==> src/rtl/vha_pkg.sv <==
// ----------------------------------------------------------------------------
// vha_pkg
// Shared types, constants and helpers for the versioned handle allocator.
// ----------------------------------------------------------------------------
package vha_pkg;

    localparam int SLOTS  = 1024;
    localparam int SLOT_W = $clog2(SLOTS);
    localparam int LINK_W = SLOT_W + 1;
    localparam int VER_W  = 16;

    localparam logic OP_CREATE  = 1'b0;
    localparam logic OP_DESTROY = 1'b1;

    localparam logic STATUS_OK   = 1'b0;
    localparam logic STATUS_FULL = 1'b1;

    typedef enum logic [1:0] {
        ST_CLEAR,
        ST_IDLE,
        ST_EXEC
    } t_state;

    // One memory word holds both the free-list link and the version of a slot.
    typedef struct packed {
        logic [LINK_W-1:0] link;
        logic [VER_W-1:0]  version;
    } t_slot_word;

    // Access request from the controller to the slot memory.
    typedef struct packed {
        logic              re;
        logic [SLOT_W-1:0] raddr;
        logic              we;
        logic [SLOT_W-1:0] waddr;
        t_slot_word        wdata;
    } t_ram_req;

    // Versions count 1 .. max and wrap back to 1, never to 0.
    function automatic logic [VER_W-1:0] next_version(input logic [VER_W-1:0] v);
        logic [VER_W-1:0] nv;
        if (v == {VER_W{1'b1}}) begin
            nv = VER_W'(1);
        end else begin
            nv = v + VER_W'(1);
        end
        return nv;
    endfunction

endpackage

==> src/rtl/vha_ctrl.sv <==
// ----------------------------------------------------------------------------
// vha_ctrl
// Sequencer: clearing pass, request read/modify/write and result register.
// ----------------------------------------------------------------------------
module vha_ctrl
    import vha_pkg::*;
(
    input  logic              i_clk,
    input  logic              i_rst_n,
    input  logic              i_in_valid,
    output logic              o_in_ready,
    input  logic              i_operation,
    input  logic [SLOT_W-1:0] i_slot_index,
    output logic              o_out_valid,
    input  logic              i_out_ready,
    output logic [SLOT_W-1:0] o_handle_slot,
    output logic [VER_W-1:0]  o_handle_version,
    output logic              o_status,
    output t_ram_req          o_ram_req,
    input  t_slot_word        i_rd_data
);

    t_state            r_state, n_state;
    logic [SLOT_W-1:0] r_clr_cnt, n_clr_cnt;
    logic [LINK_W-1:0] r_free_head, n_free_head;
    logic              r_op;
    logic [SLOT_W-1:0] r_idx;
    logic              r_out_valid, n_out_valid;
    logic [SLOT_W-1:0] r_out_slot, n_out_slot;
    logic [VER_W-1:0]  r_out_ver, n_out_ver;
    logic              r_out_status, n_out_status;

    logic              in_fire;
    logic              exec_fire;
    logic [VER_W-1:0]  bumped_ver;

    assign o_in_ready = (r_state == ST_IDLE);
    assign in_fire    = i_in_valid && o_in_ready;
    assign exec_fire  = (r_state == ST_EXEC) && (!r_out_valid || i_out_ready);
    assign bumped_ver = next_version(i_rd_data.version);

    always_ff @(posedge i_clk) begin
        if (!i_rst_n) begin
            r_state     <= ST_CLEAR;
            r_clr_cnt   <= '0;
            r_free_head <= '0;
            r_out_valid <= 1'b0;
        end else begin
            r_state     <= n_state;
            r_clr_cnt   <= n_clr_cnt;
            r_free_head <= n_free_head;
            r_out_valid <= n_out_valid;
        end
    end

    always_ff @(posedge i_clk) begin
        if (in_fire) begin
            r_op  <= i_operation;
            r_idx <= i_slot_index;
        end
        r_out_slot   <= n_out_slot;
        r_out_ver    <= n_out_ver;
        r_out_status <= n_out_status;
    end

    always_comb begin
        n_state      = r_state;
        n_clr_cnt    = r_clr_cnt;
        n_free_head  = r_free_head;
        n_out_valid  = r_out_valid && !i_out_ready;
        n_out_slot   = r_out_slot;
        n_out_ver    = r_out_ver;
        n_out_status = r_out_status;

        o_ram_req.re    = 1'b0;
        o_ram_req.raddr = (i_operation == OP_CREATE) ? r_free_head[SLOT_W-1:0]
                                                     : i_slot_index;
        o_ram_req.we    = 1'b0;
        o_ram_req.waddr = r_idx;
        o_ram_req.wdata = '{link: r_free_head, version: bumped_ver};

        case (r_state)
            ST_CLEAR: begin
                o_ram_req.we    = 1'b1;
                o_ram_req.waddr = r_clr_cnt;
                o_ram_req.wdata = '0;
                n_clr_cnt       = r_clr_cnt + SLOT_W'(1);
                if (r_clr_cnt == SLOT_W'(SLOTS - 1)) begin
                    n_state = ST_IDLE;
                end
            end
            ST_IDLE: begin
                if (in_fire) begin
                    o_ram_req.re = 1'b1;
                    n_state      = ST_EXEC;
                end
            end
            ST_EXEC: begin
                if (exec_fire) begin
                    n_state     = ST_IDLE;
                    n_out_valid = 1'b1;
                    if (r_op == OP_CREATE) begin
                        if (r_free_head >= LINK_W'(SLOTS)) begin
                            n_out_slot   = '0;
                            n_out_ver    = '0;
                            n_out_status = STATUS_FULL;
                        end else begin
                            n_out_slot   = r_free_head[SLOT_W-1:0];
                            n_out_ver    = i_rd_data.version;
                            n_out_status = STATUS_OK;
                            if (i_rd_data.version != '0) begin
                                n_free_head = i_rd_data.link;
                            end else begin
                                n_free_head = r_free_head + LINK_W'(1);
                            end
                        end
                    end else begin
                        n_out_slot   = r_idx;
                        n_out_status = STATUS_OK;
                        if ({1'b0, r_idx} >= LINK_W'(SLOTS)) begin
                            n_out_ver = '0;
                        end else begin
                            o_ram_req.we = 1'b1;
                            n_out_ver    = bumped_ver;
                            n_free_head  = {1'b0, r_idx};
                        end
                    end
                end
            end
            default: begin
                n_state = ST_IDLE;
            end
        endcase
    end

    assign o_out_valid      = r_out_valid;
    assign o_handle_slot    = r_out_slot;
    assign o_handle_version = r_out_ver;
    assign o_status         = r_out_status;

`ifndef SYNTHESIS
    // A completed destroy makes the destroyed slot the new free head.
    a_destroy_head: assert property (@(posedge i_clk) disable iff (!i_rst_n)
        (exec_fire && r_op == OP_DESTROY) |=> (r_free_head == {1'b0, $past(r_idx)}))
        else $error("free head does not point at the destroyed slot");

    // The slot memory is never written while waiting for a request.
    a_no_idle_write: assert property (@(posedge i_clk) disable iff (!i_rst_n)
        (r_state == ST_IDLE) |-> !o_ram_req.we)
        else $error("slot memory written while idle");

    // A pending full status implies the free list is still exhausted.
    a_full_head: assert property (@(posedge i_clk) disable iff (!i_rst_n)
        (r_out_valid && r_out_status == STATUS_FULL) |-> (r_free_head >= LINK_W'(SLOTS)))
        else $error("full status reported with free slots available");

    // An accepted request always proceeds to the execute step.
    a_accept_exec: assert property (@(posedge i_clk) disable iff (!i_rst_n)
        in_fire |=> (r_state == ST_EXEC))
        else $error("accepted request did not reach execute");
`endif

endmodule

==> config.mk <==
export PLATFORM = sky130hd
export DESIGN_NAME = vha_ctrl
export DESIGN_NICKNAME = d
export VERILOG_FILES = /design/src/rtl/vha_pkg.sv /design/src/rtl/vha_ctrl.sv
export SDC_FILE = /design/constraint.sdc
export NUM_CORES = 1
export LEC_CHECK = 0
export BUFFER_PORTS_ARGS = -buffer_cell sky130_fd_sc_hd__buf_2
export CORE_MARGIN = 1.5
export CORE_UTILIZATION = 51
export DETAILED_ROUTE_END_ITERATION = 10
export PLACE_DENSITY = 0.8
export SYNTH_ARGS = -nofsm -noshare
export SYNTH_HDL_FRONTEND = slang
export SYNTH_SLANG_ARGS = --single-unit
export TNS_END_PERCENT = 5
==> constraint.sdc <==
create_clock -name i_clk -period 3.2 [get_ports i_clk]
set_clock_uncertainty 0.2 [all_clocks]
set_input_delay 0.16 -clock i_clk [delete_from_list [all_inputs] [get_ports i_clk]]
set_output_delay 0.16 -clock i_clk [all_outputs]
set_load 0.05 [all_outputs]
# Yosys cells after proc, flatten, opt, wreduce, memory -nomap -nowiden
# Cells that the tools add are included.
[totals]
wordCells = 54
regBits = 62
in_bits = 42
output_inout_bits = 78
[classes]
n_addsub = 3
n_reduce_logical = 11
eq_ne = 8
mux = 22
order_cmp = 1
[ops]
columns = ["op", "count"]
rows = [
  ["16-bit two-way mux", 3],
  ["37-bit two-way mux", 1],
  ["11-bit two-way mux", 3],
  ["10-bit two-way mux", 3],
  ["16-bit by 1-bit adder with 16-bit output (second input constant)", 1],
  ["16-bit == test (second input constant)", 1],
  ["16-bit nonzero test", 1],
  ["11-bit by 1-bit adder with 11-bit output (second input constant)", 1],
  ["11-bit greater-or-equal comparator (second input constant)", 1],
  ["10-bit by 1-bit adder with 10-bit output (second input constant)", 1],
  ["10-bit == test (second input constant)", 1],
  ["1-bit two-way mux", 7],
  ["2-bit two-way mux", 3],
  ["2-bit inequality test (second input constant)", 3],
  ["2-bit one-hot mux with 3 select lines", 1],
  ["3-bit AND reduction", 2],
  ["1-bit logical AND", 3],
  ["2-bit by 1-bit == test with 1-bit output (second input constant)", 1],
  ["2-bit == test (second input constant)", 1],
  ["1-bit zero test", 2],
  ["2-bit zero test", 1],
  ["2-bit by 1-bit inequality test with 1-bit output (second input constant)", 1],
  ["1-bit one-hot mux with 2 select lines", 1],
  ["2-bit AND reduction", 1],
  ["1-bit logical OR", 1],
]

# Logic depth before layout (Yosys ltp)
[logic_depth]
ltp_word = 5
ltp_mapped = 8
ltp_nobuf = 7

# Worst setup path after synthesis
# Ideal clock, no wire load.
[synth_path]
path_type = "reg-to-output"
startpoint = "register r_out_valid (netlist: o_out_valid)"
endpoint = "output o_ram_req[37] (netlist name)"
required_time_ns = 2.840
n_path_buf = 0
slack_ns = 0.097
stages_incl_launch_ff = 5
t_arrival_ns = 2.743
path_cell_list = "dfxtp_1 -> nor2b_1 -> nor2_1 -> nand2_1 -> o21ai_0"
[synth_rtl]
columns = ["element", "line_no", "source"]
rows = [
  ["from (decl)", "vha_ctrl.sv:28", "logic r_out_valid, n_out_valid;"],
  ["from (signal assigned)", "vha_ctrl.sv:52", "r_out_valid <= n_out_valid;"],
  ["to (decl)", "vha_ctrl.sv:19", "output t_ram_req o_ram_req,"],
]

==> qor.txt <==
Initial DRC count: 242
Sw Share: 0.2639
Fmax: 344.2 MHz
Die X-Extent: 88.58 um
Synth cell count leaders: nand2_1 (42), nor2_1 (42), edfxtp_1 (38), o21ai_0 (27), dfxtp_1 (24)
Placed Instances: 596
Via count: 3571
Placement Cell Area: 4370 sq um
Core Area: 7176 sq um
Clk Latency, worst-skew pair: 0.34 ns
Startpoint Class: input pin
Diodes inserted: 0
Setup violators final: 0
Number of synthesized flops with an enable pin: 38
Die area: 7846 sq um
Mean Syn Cell Area: 9.314 sq um
Hold depth: 2
Post-CTS Setup Repair Bufs: 0
Die span in y: 88.58 um
Clock sinks: 62
Critical Path Slowest Stage Cell: dlygate4sd3_1
Hold Crit Class: input pin to register
Required time worst endpoint: 2.84 ns
Critical path cell sequence: dlygate4sd3_1 -> buf_2 -> ha_1 -> nand2_1 -> nor4_4 -> nand3_1 -> o21ai_2 -> nor2_1 -> buf_2
Post-Syn Instances: 401
Share of flip-flops with an asynchronous set or reset: 0
Antenna violations before repair: 0
Pin count of the biggest net entering global routing: 39
Tcrit/Tclk final: 0.9080
CP Class: input pin to output port
Seq pwr share: 0.524
Final instance area: 4760 sq um
Slowest stage delay, CP: 0.52 ns
CTS tree: built
PortBufs: 119
Number of hold violations in the final report: 0
R2R Path Start: r_state[1]
VDD IR max: 0.2385 mV
Worst-Margin Slew: 0.6327 ns
RSZ-0062 raised after global routing: false
Worst-case reg-to-reg path depth: 5
Leakage power: 0.001991 uW
Clk pin slew, worst setup/hold paths: 0.07 ns
Hold path endpoint: o_handle_version[9]
Int Power: 1193 uW
Top FF cell, synth: edfxtp_1
Synth top area share: 0.3055
Hold slack: 0.02689 ns
Post-route insts no fill: 634
Critical Path Fanout Max: 8
Post-synth top area cell: edfxtp_1
Detailed-route DRC error count: 0
Drt pass-1 iters: 5
Logic pwr share: 0.110
Mapped Area: 3735 sq um
Post-synthesis sequential area ratio: 0.4342
Final Wtd Congestion: 0.9199
Pwr Density: 340.4 nW/um^2
Antenna-violating nets left: 0
Clock Power Share: 0.366
Max Cap Violations: 0
Synth area leaders: edfxtp_1 (31%), dfxtp_1 (13%), mux2_2 (5.1%)
Via-to-Cell Ratio: 5.632
Num CTS Buffers: 9
Delay-heaviest family, CP: simple AND/OR/NAND/NOR gates
Slew Limit Fails: 0
Yosys warnings: 0
Headroom to the max-slew limit: 0.5754
Nets: 577
Layout cells sized above 1: 0.3346
Hold path start: i_rd_data[9]
# IOs: 120
Wirelength per Cell: 16.34 um
Max clock buf depth: 2
Htree depth: 3
Library cells used by synthesis: 53
Syn-to-layout area delta: 27.44%
Setup TNS: 0 ns
Sw Pwr: 427.6 uW
Vias in the first global route: 3401
Status: completed
First-pass GRT wire length: 16.25 mm
Dpl hpwl: 7.213 mm
Endpoint class of the critical path: output port
Crit path DAT: 2.55 ns
GR Util All Layers: 0.2747
Root buf cell: clkbuf_8
Row count: 31
Initial Utilization: 0.5205
Reg-to-Reg End: r_free_head[2]
Worst path bufs/invs: 3
Mapped Nets: 448
Grt total ovfl: 0
Total Routed Length: 10.36 mm
Synth Register Bits: 62
Fin crit period: 2.906 ns
FF-to-FF setup slack: 0.98 ns
Most Frequent Cell on Critical Path: buf_2
Fin util: 0.6633
[worst reg2reg max path, cell delays in order (launching register included)]
cell and delay, ns:
dfxtp_1 0.54, nand2b_1 0.22, nor2_2 0.46, o21ai_1 0.38, a21oi_1 0.21, a31oi_1 0.10
[cell usage in the layout (no fill, tap or decap), types with 9 or more instances in the layout]
master / synthesis / final
o21ai_0: 27 / 27
and2_1: 9 / 9
inv_1: 10 / 10
dlygate4sd3_1: 0 / 22
mux2_2: 17 / 17
a21oi_1: 14 / 14
nor2b_1: 11 / 11
edfxtp_1: 38 / 38
buf_2: 5 / 119
dfxtp_1: 24 / 24
clkbuf_8: 0 / 9
nand2_1: 42 / 42
nor2_1: 42 / 40
nand3_1: 20 / 20
xor2_1: 15 / 15
xnor2_1: 14 / 14
[layout make-up]
cell class	instances	area [sq um]
well taps	99	123.9
multi-input cells	299	1943
repair buffers	148	868.3
clock inverters	7	41.29
flip-flops and latches	62	1622
fillers	583	2416
clock buffers	9	123.9
inverters	10	37.54
[per-stage QoR]
step                setup WS, ns  power, uW
finish                    0.2944       1620
global placement          0.6561       1020
global route              0.1329       1673
detailed placement        0.5723       1022
floorplan                0.09660      966.9
CTS                       0.1065       1622
[timing repair]
action                                 CTS  global route
hold buffers                            22             0
setup endpoints to repair                0             8
endpoints found under the hold margin   23             0
resized for setup                        0             1
[cells by family after synthesis]
kind of cell,count (synthesis),synth area share
adders and majority gates,5,0.01675
muxes,21,0.06198
xor gates and xnor gates,29,0.06801
AOI/OAI and AO/OA,81,0.1427
DFF,62,0.4342
buffers and inverters,40,0.04791
and+or+nand+nor,163,0.2285
[worst max path at each step]
stage                                      end  depth (start not counted)         start
after floorplan                  o_ram_req[37]                          4   o_out_valid
after CTS                         o_ram_req[9]                          9  i_rd_data[1]
after global placement     o_handle_version[9]                          7  i_rd_data[0]
after detailed placement  o_handle_version[11]                          7  i_rd_data[0]
after global routing             o_ram_req[13]                          9  i_rd_data[1]
final                             o_ram_req[9]                          9  i_rd_data[1]
[routing by layer]
layer	part of all wire	global-route usage	wire length (um)
met4	0.031	0.1307	323
met5	0	0	0
met3	0.078	0.05504	806
met1	0.40	0.3345	4127
met2	0.49	0.4677	5100
[power by group through the flow]
stage	logic [uW]	registers [uW]	clock network (uW)
global route	193	850	630
finish	178	850	593
floorplan	101	866	0
CTS	176	850	596
global placement	152	867	0
detailed placement	155	868	0
[registers in the layout, indices dropped and copies added, names as in the netlist]
name              flops
o_status              1
o_handle_slot        10
o_out_valid           1
r_idx                10
r_state               2
r_clr_cnt            10
r_free_head          11
o_handle_version     16
r_op                  1
No activity file was read; power rests on OpenSTA's default activity.
